### src/rtl/core/rgb2yuv_pkg.sv
`timescale 1ns / 1ps

package rgb2yuv_pkg;

    // Largest frame dimension the position counters support.
    localparam int MAX_DIM = 4096;

    // Field and register widths.
    localparam int LEVEL_W = 11;
    localparam int CFG_W   = 13;
    localparam int CNT_W   = $clog2(MAX_DIM);
    localparam int DIM_W   = CNT_W + 1;
    localparam int SUM_W   = 20;
    localparam int QUO_W   = SUM_W - 8;
    localparam int OFS_W   = QUO_W + 1;

    // Configuration port.
    localparam int PADDR_W = 3;
    localparam int PDATA_W = 32;

    // Register indexes, taken from paddr[2].
    localparam logic REG_FRAME_WIDTH  = 1'b0;
    localparam logic REG_FRAME_HEIGHT = 1'b1;

    // Reset values of the frame size registers.
    localparam logic [CFG_W-1:0] WIDTH_RESET  = CFG_W'(1920);
    localparam logic [CFG_W-1:0] HEIGHT_RESET = CFG_W'(1080);

    // Chroma sample codes.
    localparam logic [1:0] KIND_NONE = 2'd0;
    localparam logic [1:0] KIND_CB   = 2'd1;
    localparam logic [1:0] KIND_CR   = 2'd2;

    typedef logic signed [LEVEL_W-1:0] t_level;
    typedef logic [DIM_W-1:0]          t_dim;

    // Position flags of one pixel, produced by the counters.
    typedef struct packed {
        logic col_odd;
        logic row_odd;
        logic frame_end;
    } t_pos;

    // Effective dimension: register value saturated to 2..MAX_DIM.
    function automatic t_dim eff_dim(input logic [CFG_W-1:0] v);
        t_dim res;
        if (32'(v) < 32'd2) begin
            res = DIM_W'(2);
        end else if (32'(v) > 32'(MAX_DIM)) begin
            res = DIM_W'(MAX_DIM);
        end else begin
            res = DIM_W'(v);
        end
        return res;
    endfunction

    // Round by +128, floor shift by 8, add the offset, clamp to 0..255.
    function automatic logic [7:0] finish(
        input logic signed [SUM_W-1:0] s,
        input logic signed [OFS_W-1:0] offset
    );
        logic signed [SUM_W-1:0] t;
        logic signed [QUO_W-1:0] q;
        logic signed [OFS_W-1:0] r;
        logic [7:0]              res;
        t = s + SUM_W'(signed'(128));
        q = t[SUM_W-1:8];
        r = OFS_W'(q) + offset;
        if (r < 0) begin
            res = 8'd0;
        end else if (r > OFS_W'(signed'(255))) begin
            res = 8'd255;
        end else begin
            res = r[7:0];
        end
        return res;
    endfunction

endpackage

### src/rtl/core/rgb_to_yuv420_converter.sv
`timescale 1ns / 1ps

// Channel   Direction  Handshake                  Payload
// pixel     in         i_in_valid / o_in_stall    i_red_level, i_green_level, i_blue_level
// sample    out        o_out_valid / i_out_stall  o_luma, o_chroma, o_chroma_kind, o_frame_end
// config    in         APB psel/penable/pready    paddr, pwdata, prdata
//
// One pixel is accepted per cycle unless o_in_stall is high; its result passes
// through the input register, then the result register, with the color math between them.
// Synchronous active-low reset clears the valid bits, the position counters
// and restores the frame size registers to 1920 by 1080.
// A stall on the output holds the result register; the input register keeps
// accepting until it too is full, so o_in_stall follows i_out_stall.

module rgb_to_yuv420_converter (
    input  logic                                i_clk,
    input  logic                                i_rst_n,
    input  logic                                i_in_valid,
    output logic                                o_in_stall,
    input  logic signed [10:0]                  i_red_level,
    input  logic signed [10:0]                  i_green_level,
    input  logic signed [10:0]                  i_blue_level,
    output logic                                o_out_valid,
    input  logic                                i_out_stall,
    output logic [7:0]                          o_luma,
    output logic [7:0]                          o_chroma,
    output logic [1:0]                          o_chroma_kind,
    output logic                                o_frame_end,
    input  logic                                psel,
    input  logic                                penable,
    input  logic                                pwrite,
    input  logic [rgb2yuv_pkg::PADDR_W-1:0]     paddr,
    input  logic [rgb2yuv_pkg::PDATA_W-1:0]     pwdata,
    output logic [rgb2yuv_pkg::PDATA_W-1:0]     prdata,
    output logic                                pready
);

    rgb2yuv_pkg::t_dim   eff_width;
    rgb2yuv_pkg::t_dim   eff_height;
    rgb2yuv_pkg::t_pos   cur_pos;
    logic                adv_in;
    logic                adv_out;
    logic                accept;

    logic                r_s1_valid;
    rgb2yuv_pkg::t_level r_s1_red;
    rgb2yuv_pkg::t_level r_s1_green;
    rgb2yuv_pkg::t_level r_s1_blue;
    rgb2yuv_pkg::t_pos   r_s1_pos;

    logic [7:0]          n_luma;
    logic [7:0]          n_chroma;
    logic [1:0]          n_chroma_kind;
    logic                r_s2_valid;
    logic [7:0]          r_luma;
    logic [7:0]          r_chroma;
    logic [1:0]          r_chroma_kind;
    logic                r_frame_end;

    // Configuration registers.
    rgb2yuv_regs u_regs (
        .i_clk        (i_clk),
        .i_rst_n      (i_rst_n),
        .psel         (psel),
        .penable      (penable),
        .pwrite       (pwrite),
        .paddr        (paddr),
        .pwdata       (pwdata),
        .prdata       (prdata),
        .pready       (pready),
        .o_eff_width  (eff_width),
        .o_eff_height (eff_height)
    );

    // Pipeline flow control.
    assign adv_out    = !r_s2_valid || !i_out_stall;
    assign adv_in     = !r_s1_valid || adv_out;
    assign o_in_stall = !adv_in;
    assign accept     = i_in_valid && adv_in;

    // Position counters step once per accepted request.
    rgb2yuv_pos u_pos (
        .i_clk        (i_clk),
        .i_rst_n      (i_rst_n),
        .i_advance    (accept),
        .i_eff_width  (eff_width),
        .i_eff_height (eff_height),
        .o_pos        (cur_pos)
    );

    // Input register.
    always_ff @(posedge i_clk) begin
        if (!i_rst_n) begin
            r_s1_valid <= 1'b0;
        end else if (adv_in) begin
            r_s1_valid <= i_in_valid;
        end
    end

    always_ff @(posedge i_clk) begin
        if (accept) begin
            r_s1_red   <= i_red_level;
            r_s1_green <= i_green_level;
            r_s1_blue  <= i_blue_level;
            r_s1_pos   <= cur_pos;
        end
    end

    // Color conversion between the two registers.
    rgb2yuv_csc u_csc (
        .i_red         (r_s1_red),
        .i_green       (r_s1_green),
        .i_blue        (r_s1_blue),
        .i_pos         (r_s1_pos),
        .o_luma        (n_luma),
        .o_chroma      (n_chroma),
        .o_chroma_kind (n_chroma_kind)
    );

    // Result register.
    always_ff @(posedge i_clk) begin
        if (!i_rst_n) begin
            r_s2_valid <= 1'b0;
        end else if (adv_out) begin
            r_s2_valid <= r_s1_valid;
        end
    end

    always_ff @(posedge i_clk) begin
        if (adv_out && r_s1_valid) begin
            r_luma        <= n_luma;
            r_chroma      <= n_chroma;
            r_chroma_kind <= n_chroma_kind;
            r_frame_end   <= r_s1_pos.frame_end;
        end
    end

    assign o_out_valid   = r_s2_valid;
    assign o_luma        = r_luma;
    assign o_chroma      = r_chroma;
    assign o_chroma_kind = r_chroma_kind;
    assign o_frame_end   = r_frame_end;

endmodule

### src/rtl/core/rgb2yuv_regs.sv
`timescale 1ns / 1ps

module rgb2yuv_regs (
    input  logic                                i_clk,
    input  logic                                i_rst_n,
    input  logic                                psel,
    input  logic                                penable,
    input  logic                                pwrite,
    input  logic [rgb2yuv_pkg::PADDR_W-1:0]     paddr,
    input  logic [rgb2yuv_pkg::PDATA_W-1:0]     pwdata,
    output logic [rgb2yuv_pkg::PDATA_W-1:0]     prdata,
    output logic                                pready,
    output rgb2yuv_pkg::t_dim                   o_eff_width,
    output rgb2yuv_pkg::t_dim                   o_eff_height
);

    logic [rgb2yuv_pkg::CFG_W-1:0] r_frame_width;
    logic [rgb2yuv_pkg::CFG_W-1:0] r_frame_height;
    logic                          wr_en;

    assign pready = 1'b1;
    assign wr_en  = psel && penable && pwrite;

    // Register writes in the access phase.
    always_ff @(posedge i_clk) begin
        if (!i_rst_n) begin
            r_frame_width  <= rgb2yuv_pkg::WIDTH_RESET;
            r_frame_height <= rgb2yuv_pkg::HEIGHT_RESET;
        end else if (wr_en) begin
            unique case (paddr[2])
                rgb2yuv_pkg::REG_FRAME_WIDTH: begin
                    r_frame_width <= pwdata[rgb2yuv_pkg::CFG_W-1:0];
                end
                rgb2yuv_pkg::REG_FRAME_HEIGHT: begin
                    r_frame_height <= pwdata[rgb2yuv_pkg::CFG_W-1:0];
                end
                default: begin
                end
            endcase
        end
    end

    // Read data mux.
    always_comb begin
        unique case (paddr[2])
            rgb2yuv_pkg::REG_FRAME_WIDTH: begin
                prdata = rgb2yuv_pkg::PDATA_W'(r_frame_width);
            end
            rgb2yuv_pkg::REG_FRAME_HEIGHT: begin
                prdata = rgb2yuv_pkg::PDATA_W'(r_frame_height);
            end
            default: begin
                prdata = '0;
            end
        endcase
    end

    // Saturated dimensions used by the position counters.
    assign o_eff_width  = rgb2yuv_pkg::eff_dim(r_frame_width);
    assign o_eff_height = rgb2yuv_pkg::eff_dim(r_frame_height);

endmodule

### src/rtl/core/rgb2yuv_pos.sv
`timescale 1ns / 1ps

module rgb2yuv_pos (
    input  logic               i_clk,
    input  logic               i_rst_n,
    input  logic               i_advance,
    input  rgb2yuv_pkg::t_dim  i_eff_width,
    input  rgb2yuv_pkg::t_dim  i_eff_height,
    output rgb2yuv_pkg::t_pos  o_pos
);

    logic [rgb2yuv_pkg::CNT_W-1:0] r_col;
    logic [rgb2yuv_pkg::CNT_W-1:0] r_row;
    logic [rgb2yuv_pkg::CNT_W-1:0] n_col;
    logic [rgb2yuv_pkg::CNT_W-1:0] n_row;
    rgb2yuv_pkg::t_dim             col_inc;
    rgb2yuv_pkg::t_dim             row_inc;
    logic                          last_col;
    logic                          last_row;

    // A counter at or past its limit counts as the last position.
    assign col_inc  = {1'b0, r_col} + rgb2yuv_pkg::DIM_W'(1);
    assign row_inc  = {1'b0, r_row} + rgb2yuv_pkg::DIM_W'(1);
    assign last_col = col_inc >= i_eff_width;
    assign last_row = row_inc >= i_eff_height;

    // Raster order stepping.
    always_comb begin
        n_col = r_col;
        n_row = r_row;
        if (last_col) begin
            n_col = '0;
            n_row = last_row ? '0 : row_inc[rgb2yuv_pkg::CNT_W-1:0];
        end else begin
            n_col = col_inc[rgb2yuv_pkg::CNT_W-1:0];
        end
    end

    always_ff @(posedge i_clk) begin
        if (!i_rst_n) begin
            r_col <= '0;
            r_row <= '0;
        end else if (i_advance) begin
            r_col <= n_col;
            r_row <= n_row;
        end
    end

    assign o_pos.col_odd   = r_col[0];
    assign o_pos.row_odd   = r_row[0];
    assign o_pos.frame_end = last_col && last_row;

endmodule

### src/rtl/core/rgb2yuv_csc.sv
`timescale 1ns / 1ps

module rgb2yuv_csc (
    input  rgb2yuv_pkg::t_level  i_red,
    input  rgb2yuv_pkg::t_level  i_green,
    input  rgb2yuv_pkg::t_level  i_blue,
    input  rgb2yuv_pkg::t_pos    i_pos,
    output logic [7:0]           o_luma,
    output logic [7:0]           o_chroma,
    output logic [1:0]           o_chroma_kind
);

    localparam int SW = rgb2yuv_pkg::SUM_W;
    localparam int OW = rgb2yuv_pkg::OFS_W;

    logic signed [SW-1:0] r_ext;
    logic signed [SW-1:0] g_ext;
    logic signed [SW-1:0] b_ext;
    logic signed [SW-1:0] sum_y;
    logic signed [SW-1:0] sum_cb;
    logic signed [SW-1:0] sum_cr;
    logic [7:0]           cb;
    logic [7:0]           cr;

    assign r_ext = SW'(i_red);
    assign g_ext = SW'(i_green);
    assign b_ext = SW'(i_blue);

    // BT.601 weighted sums with constant coefficients.
    assign sum_y  = r_ext * SW'(signed'(66)) + g_ext * SW'(signed'(129))
                  + b_ext * SW'(signed'(25));
    assign sum_cb = b_ext * SW'(signed'(112)) - r_ext * SW'(signed'(38))
                  - g_ext * SW'(signed'(74));
    assign sum_cr = r_ext * SW'(signed'(112)) - g_ext * SW'(signed'(94))
                  - b_ext * SW'(signed'(18));

    assign o_luma = rgb2yuv_pkg::finish(sum_y, OW'(signed'(16)));
    assign cb     = rgb2yuv_pkg::finish(sum_cb, OW'(signed'(128)));
    assign cr     = rgb2yuv_pkg::finish(sum_cr, OW'(signed'(128)));

    // Chroma on even columns only: Cb on even rows, Cr on odd rows.
    always_comb begin
        if (i_pos.col_odd) begin
            o_chroma      = 8'd0;
            o_chroma_kind = rgb2yuv_pkg::KIND_NONE;
        end else if (i_pos.row_odd) begin
            o_chroma      = cr;
            o_chroma_kind = rgb2yuv_pkg::KIND_CR;
        end else begin
            o_chroma      = cb;
            o_chroma_kind = rgb2yuv_pkg::KIND_CB;
        end
    end

endmodule

### config.mk
export PLATFORM = sky130hd
export DESIGN_NAME = rgb_to_yuv420_converter
export DESIGN_NICKNAME = d
export VERILOG_FILES = /design/src/rtl/core/rgb2yuv_pkg.sv /design/src/rtl/core/rgb_to_yuv420_converter.sv /design/src/rtl/core/rgb2yuv_regs.sv /design/src/rtl/core/rgb2yuv_pos.sv /design/src/rtl/core/rgb2yuv_csc.sv
export SDC_FILE = /design/constraint.sdc
export NUM_CORES = 1
export LEC_CHECK = 0
export ABC_AREA = 1
export BUFFER_PORTS_ARGS = -buffer_cell sky130_fd_sc_hd__buf_2
export CAP_MARGIN = 20
export CORE_UTILIZATION = 35
export CTS_BUF_LIST = sky130_fd_sc_hd__clkbuf_16
export DETAILED_ROUTE_END_ITERATION = 6
export GPL_TIMING_DRIVEN = 0
export MAX_ROUTING_LAYER = met4
export SLEW_MARGIN = 15
export SYNTH_ARGS = -nofsm -noshare
export SYNTH_HDL_FRONTEND = slang
export SYNTH_SLANG_ARGS = --single-unit
### constraint.sdc
create_clock -name i_clk -period 7.8 [get_ports i_clk]
set_clock_uncertainty 0.1 [all_clocks]
set_input_delay 1.56 -clock i_clk [delete_from_list [all_inputs] [get_ports i_clk]]
set_output_delay 1.56 -clock i_clk [all_outputs]
set_load 0.01 [all_outputs]
; ---- Yosys cells after proc, flatten, opt, wreduce, memory -nomap -nowiden
; Cells that the tools add are included.
[totals]
in_bits = 75
out_inout_bits = 54
ff_bits = 107
word_cells = 80
[classes]
reduce_logical = 14
n_addsub = 14
mul = 9
order_cmp = 12
mux = 14
n_bitwise = 1
[op_table]
columns = cell, count
row1 = 20-bit subtractor, 4
row2 = 32-bit one-hot mux with 2 select lines, 1
row3 = 20-bit by 9-bit adder with 20-bit output (second input constant), 3
row4 = 11-bit by 7-bit multiplier with 18-bit output (second input constant), 3
row5 = 13-bit 2-to-1 mux, 4
row6 = 8-bit 2-to-1 mux, 6
row7 = 20-bit adder, 2
row8 = 13-bit by 9-bit greater-than comparator with 1-bit output (second input constant), 3
row9 = 13-bit by 1-bit less-than comparator with 1-bit output (second input constant), 3
row10 = 11-bit by 6-bit multiplier with 17-bit output (second input constant), 2
row11 = 11-bit by 4-bit multiplier with 15-bit output (second input constant), 2
row12 = 12-bit by 1-bit adder with 13-bit output (second input constant), 2
row13 = 12-bit by 9-bit adder with 13-bit output (second input constant), 2
row14 = 13-bit greater-or-equal comparator, 2
row15 = 13-bit greater-than comparator (second input constant), 2
row16 = 13-bit by 2-bit less-than comparator with 1-bit output (second input constant), 2
row17 = 12-bit 2-to-1 mux, 2
row18 = 11-bit by 9-bit multiplier with 20-bit output (second input constant), 1
row19 = 11-bit by 5-bit multiplier with 16-bit output (second input constant), 1
row20 = 12-bit by 6-bit adder with 13-bit output (second input constant), 1
row21 = 2-bit AND reduction, 3
row22 = 1-bit logical AND, 5
row23 = 1-bit logical NOT, 4
row24 = 1-bit logical OR, 2
row25 = other kinds (2), 2

; ---- Longest topological paths before layout
[logic_depth]
depth_word = 9
ltp_mapped = 41

; ---- Modules after synthesis
; From an unflattened synthesis, not the netlist that was laid out.
[hier_totals]
cells_unflattened = 2514
hier_area_um2 = 18968.2
[by_module_without_submodules]
columns = module, cells_each, seq_area_each_um2, n_inst, area_per_inst_um2
row1 = rgb2yuv_csc, 1849, 0.0, 1, 13302.8
row2 = rgb2yuv_pos, 365, 480.5, 1, 2296.0
row3 = rgb_to_yuv420_converter, 68, 1691.6, 1, 1746.7
row4 = rgb2yuv_regs, 232, 520.5, 1, 1622.8

; ---- Worst setup path after synthesis
; No wires, ideal clock.
[synth_path]
kind = register -> register
start = register r_s1_green[10]
end = register r_chroma[0], in the netlist o_chroma[0], data pin
stages_incl_launch_ff = 37
path_slack_ps = 880
setup_ps = 252
arrival_time_ps = 6568
path_buffers = 1
period_less_slack_ps = 6920
cell_sequence = edfxtp_1 > buf_2 > inv_1 > fa_1 > inv_1 > ha_1 > fa_1 > fa_1 > ha_1 > a21oi_1 > o21ai_0 > xor2_1 > fa_1 > inv_1 > ha_1 > ha_1 > nand2_1 > inv_1 > nand2_1 > nand2_1 > a21oi_1 > nand2_1 > nand2_1 > nand2_1 > ha_1 > nand3_1 > nor2_1 > nand2_1 > nor2_1 > nand4_1 > nand2_1 > nor2_1 > nand2_1 > nand2_2 > nand2_1 > nand2_1 > nand2_1
[synth_between]
elab_chain_cells = 9
elab_cells_between_ends = 18
[synth_rtl]
columns = element, line
row1 = "start, declared", rgb_to_yuv420_converter.sv:47  ; rgb2yuv_pkg::t_level r_s1_green;
row2 = "start signal, assigned", rgb_to_yuv420_converter.sv:103  ; r_s1_green <= i_green_level;
row3 = 11-bit by 7-bit multiplier with 18-bit output, rgb2yuv_csc.sv:34  ; assign sum_cr = r_ext * SW'(signed'(112)) - g_ext * SW'(signed'(94))
row4 = 20-bit subtractor, rgb2yuv_csc.sv:34
row5 = 20-bit subtractor, rgb2yuv_csc.sv:35  ; - b_ext * SW'(signed'(18));
row6 = 20-bit by 9-bit adder with 20-bit output, rgb2yuv_pkg.sv:66  ; t = s + SUM_W'(signed'(128));
row7 = 12-bit by 9-bit adder with 13-bit output, rgb2yuv_pkg.sv:68  ; r = OFS_W'(q) + offset;
row8 = 13-bit by 9-bit greater-than comparator with 1-bit output, rgb2yuv_pkg.sv:71  ; end else if (r > OFS_W'(signed'(255))) begin
row9 = 8-bit 2-to-1 mux, rgb2yuv_pkg.sv:71
row10 = 8-bit 2-to-1 mux, rgb2yuv_pkg.sv:69  ; if (r < 0) begin
row11 = 8-bit 2-to-1 mux (*), rgb2yuv_csc.sv:46  ; end else if (i_pos.row_odd) begin
row12 = "end signal, assigned", rgb_to_yuv420_converter.sv:132  ; r_chroma <= n_chroma;
row13 = "end, declared", rgb_to_yuv420_converter.sv:56  ; logic [7:0] r_chroma;
; Every way passes the cells marked *; elsewhere a longest branch is shown, timed or not.
; A chain may end at the register's enable or synchronous reset.

; ---- Worst setup path in the final report
[layout_path]
start = register r_s1_blue[1]
end = register r_luma[6], in the netlist o_luma[6], data pin
[layout_between]
elab_chain_cells = 6
elab_cells_between_ends = 7
[layout_rtl]
columns = element, line
row1 = "start, declared", rgb_to_yuv420_converter.sv:48  ; rgb2yuv_pkg::t_level r_s1_blue;
row2 = "start signal, assigned", rgb_to_yuv420_converter.sv:104  ; r_s1_blue <= i_blue_level;
row3 = 11-bit by 6-bit multiplier with 17-bit output (*), rgb2yuv_csc.sv:31  ; + b_ext * SW'(signed'(25));
row4 = 20-bit adder (*), rgb2yuv_csc.sv:31
row5 = 20-bit by 9-bit adder with 20-bit output (*), rgb2yuv_pkg.sv:66
row6 = 12-bit by 6-bit adder with 13-bit output (*), rgb2yuv_pkg.sv:68
row7 = 13-bit by 9-bit greater-than comparator with 1-bit output, rgb2yuv_pkg.sv:71
row8 = 8-bit 2-to-1 mux, rgb2yuv_pkg.sv:71
row9 = "end signal, assigned", rgb_to_yuv420_converter.sv:131  ; r_luma <= n_luma;
row10 = "end, declared", rgb_to_yuv420_converter.sv:55  ; logic [7:0] r_luma;
; Marks and branches as above.

==> run metrics <==
result of the run=complete, no violations; number of remaining DRC errors=0; endpoints failing hold=0; Max-cap violations=0; Yosys warning count=0; clk_lat worst skew=slightly above 0.4 ns; slowest stage delay, CP=0.52 ns; worst path arrival time=7.54 ns; GR Util met3=2.54%; Num Clock Sinks=107; cell count after synthesis=2564; CP max-delay cell=fa_1; crit-path leading delay family=adder cells; DPL Wire Length=40900 um; Most used DFF post-synth=edfxtp_1; Worst-Margin Slew=0.728 ns; Post-DRT Antenna Nets=0; gr ovfl total=0; clock root cell=clkbuf_16; Initial Utilization=35.8%; vias in the first global route=15.4k; vias post-DR=15.9k; Die Footprint=55200 um2; setup TNS=0 ns; critical path endpoint category=flip-flop; GR Util met1=25.1%; f_max=0.136 GHz; Clock Tree Buf Depth=2; fin area=21100 um2; number of placement rows=84; final net count=3286; Core Box Area=between 50000 and 60000 um2; Top cell by count, worst path=ha_1; area grow syn2layout=11.0%; fin util=39.7%; Iter 0 DRT Violations=730; DR pass1 iterations=5; cts hold-fix bufs=0; Die W=around 230 um; final hold slack=0.342 ns; CP Class=flip-flop to flip-flop; EDFF count, synth=between 50 and 60; GRT Resource Usage Total=18.7%; IO Count=129; initial antenna violation count=0; H-tree depth=3; Hold WC Path Type=flip-flop to flip-flop; largest net degree at the start of global routing=28; layout cell share with drive strength beyond 1=8.89%; DR WL/cell=14.2 um; Post-DP Area=20400 um2; CP bufs+invs=8; CP Launch Type=flip-flop; met2 Use GR=about 30%; Slew headroom=51.5%; wirelength, routed=48500 um; Chip Height=about 230 um; Vias/cell=4.67; post-synth cell types=53; Tmin final=7.35 ns; Syn Std Cell Area=19000 um2; flops & latches, synth=~110; final setup vio count=0; first-pass GRT wire length=79200 um; CTS tree=done; gr busiest metal=met2; GP Congestion=0.923; Worst Path Max Fanout=8; period utilisation layout=94.2%; max-slew violations=0; Inserted Clock Buffers=9; Mapped Avg Cell Area=between 7 and 8 um2; # port buffers=85; register area share after synthesis=14.2%; fraction of registers with async set or reset after synthesis=0%; Req. time, crit path=8.00 ns; clk slew on worst S/H paths=0.10 ns; antenna cell count=0
timing repair:
item                       in CTS  in global routing
pin swaps                       0                  3
setup buffers                   3                 34
setup endpoints to repair      16                 16
gates resized for setup         1                 25
kinds of logic after synthesis:
logic type	Yosys count	synth area share, %
xor gates and xnor gates	129	5.95
DFF	107	14.2
other	2	0.0396
adders and majority gates	494	37.7
buffers and inverters	624	12.7
and+or+nand+nor	901	20.3
AOI/OAI and AO/OA	307	9.00
area by class of cell:
| class | instances | area, um2 |
|---|---|---|
| Tap cell | 688 | 861 |
| Timing Repair Buffer | 124 | 751 |
| Inverter | 586 | 2210 |
| Clock inverter | 7 | 73.8 |
| Fill cell | 5586 | 32000 |
| Sequential cell | 107 | 2690 |
| Clock buffer | 9 | 225 |
| Multi-Input combinational cell | 1851 | 14000 |
| Buffer | 38 | 219 |
path summary, 6_finish.rpt:
| path | start | to | cells past startpoint | slack (ns) |
|---|---|---|---|---|
| worst max register to register | r_s1_blue[1] | o_luma[6] | 37 | 0.45 |
| worst min-delay path | r_s1_pos[0] | o_frame_end | 0 | 0.34 |
| worst max-delay path | r_s1_blue[1] | o_luma[6] | 37 | 0.45 |
| worst min register to register | r_s1_pos[0] | o_frame_end | 0 | 0.34 |
flip-flops by register name, summed over array words and instances (netlist names):
| signal | flops |
|---|---|
| u_regs.r_frame_height | 13 |
| u_pos.r_row | 12 |
| o_frame_end | 1 |
| r_s1_valid | 1 |
| u_regs.r_frame_width | 13 |
| r_s1_blue | 11 |
| u_pos.r_col | 12 |
| r_s1_pos | 3 |
| o_luma | 8 |
| r_s1_green | 11 |
| o_chroma | 8 |
| o_out_valid | 1 |
| r_s1_red | 11 |
| o_chroma_kind | 2 |
stage by stage:
| stage | worst slack (ns) | cells |
|---|---|---|
| 2_1_floorplan | 0.880 | 2582 |
| 3_3_place_gp | -0.147 | 3355 |
| 3_5_place_dp | -0.111 | 3357 |
| 4_1_cts | 0.0170 | 3376 |
| 5_1_grt | -0.00925 | 3410 |
| 6_report | 0.453 | 3410 |
metal layers:
| metal | wire length, um | up-vias |
|---|---|---|
| met5 | 0 | - |
| met2 | 21800 | 217 |
| met1 | 24100 | 7300 |
| met3 | 1750 | 35 |
| met4 | 847 | 0 |
| li1 | - | 8368 |
worst reg2reg max path: cells and delay by family (launching register included):
kind	cells	cell delay, ns
adder cells (fa/ha/maj)	11	4.13
AND/OR/NAND/NOR	14	1.25
buffers and inverters	8	0.63
AO/OA/AOI/OAI	3	0.61
flip-flops	1	0.36
XOR/XNOR	1	0.16
cell usage in the layout (no fill, tap or decap), drive strengths merged, types with 18 or more instances in the layout:
cell type and n:
nor2 161, conb 20, inv 586, nand2 564, xnor2 40, buf 145, a21oi 174, xor2 89
clkbuf 26, fa 131, nand3 96, nand4 25, dfxtp 52, o21bai 18, nor3 26, edfxtp 55
o21ai 76, ha 363
synthesized netlist by cell type, types with 5 or more instances:
cell type / number / area, um2
nand2_2: 20 / 125
o211ai_1: 7 / 52.6
xor2_1: 89 / 780
a21o_1: 5 / 37.5
o21ai_0: 73 / 365
xnor2_1: 40 / 350
clkbuf_1: 17 / 63.8
dfxtp_1: 52 / 1040
nand2_1: 540 / 2030
edfxtp_1: 55 / 1650
buf_4: 20 / 150
a31oi_1: 6 / 37.5
inv_2: 9 / 33.8
o31ai_1: 5 / 37.5
inv_1: 575 / 2160
nand4_1: 25 / 156
nand3b_1: 13 / 97.6
nor4_1: 5 / 31.3
nor3_1: 23 / 115
ha_1: 363 / 4540
nand3_1: 94 / 470
nor2_2: 8 / 50.1
fa_1: 131 / 2620
nor2_1: 149 / 559
a21oi_1: 171 / 856
o21bai_1: 17 / 128
Power is left out: the tool's default activity adds up to more than one toggle a clock period on the data nets, which glitch-free logic cannot reach.
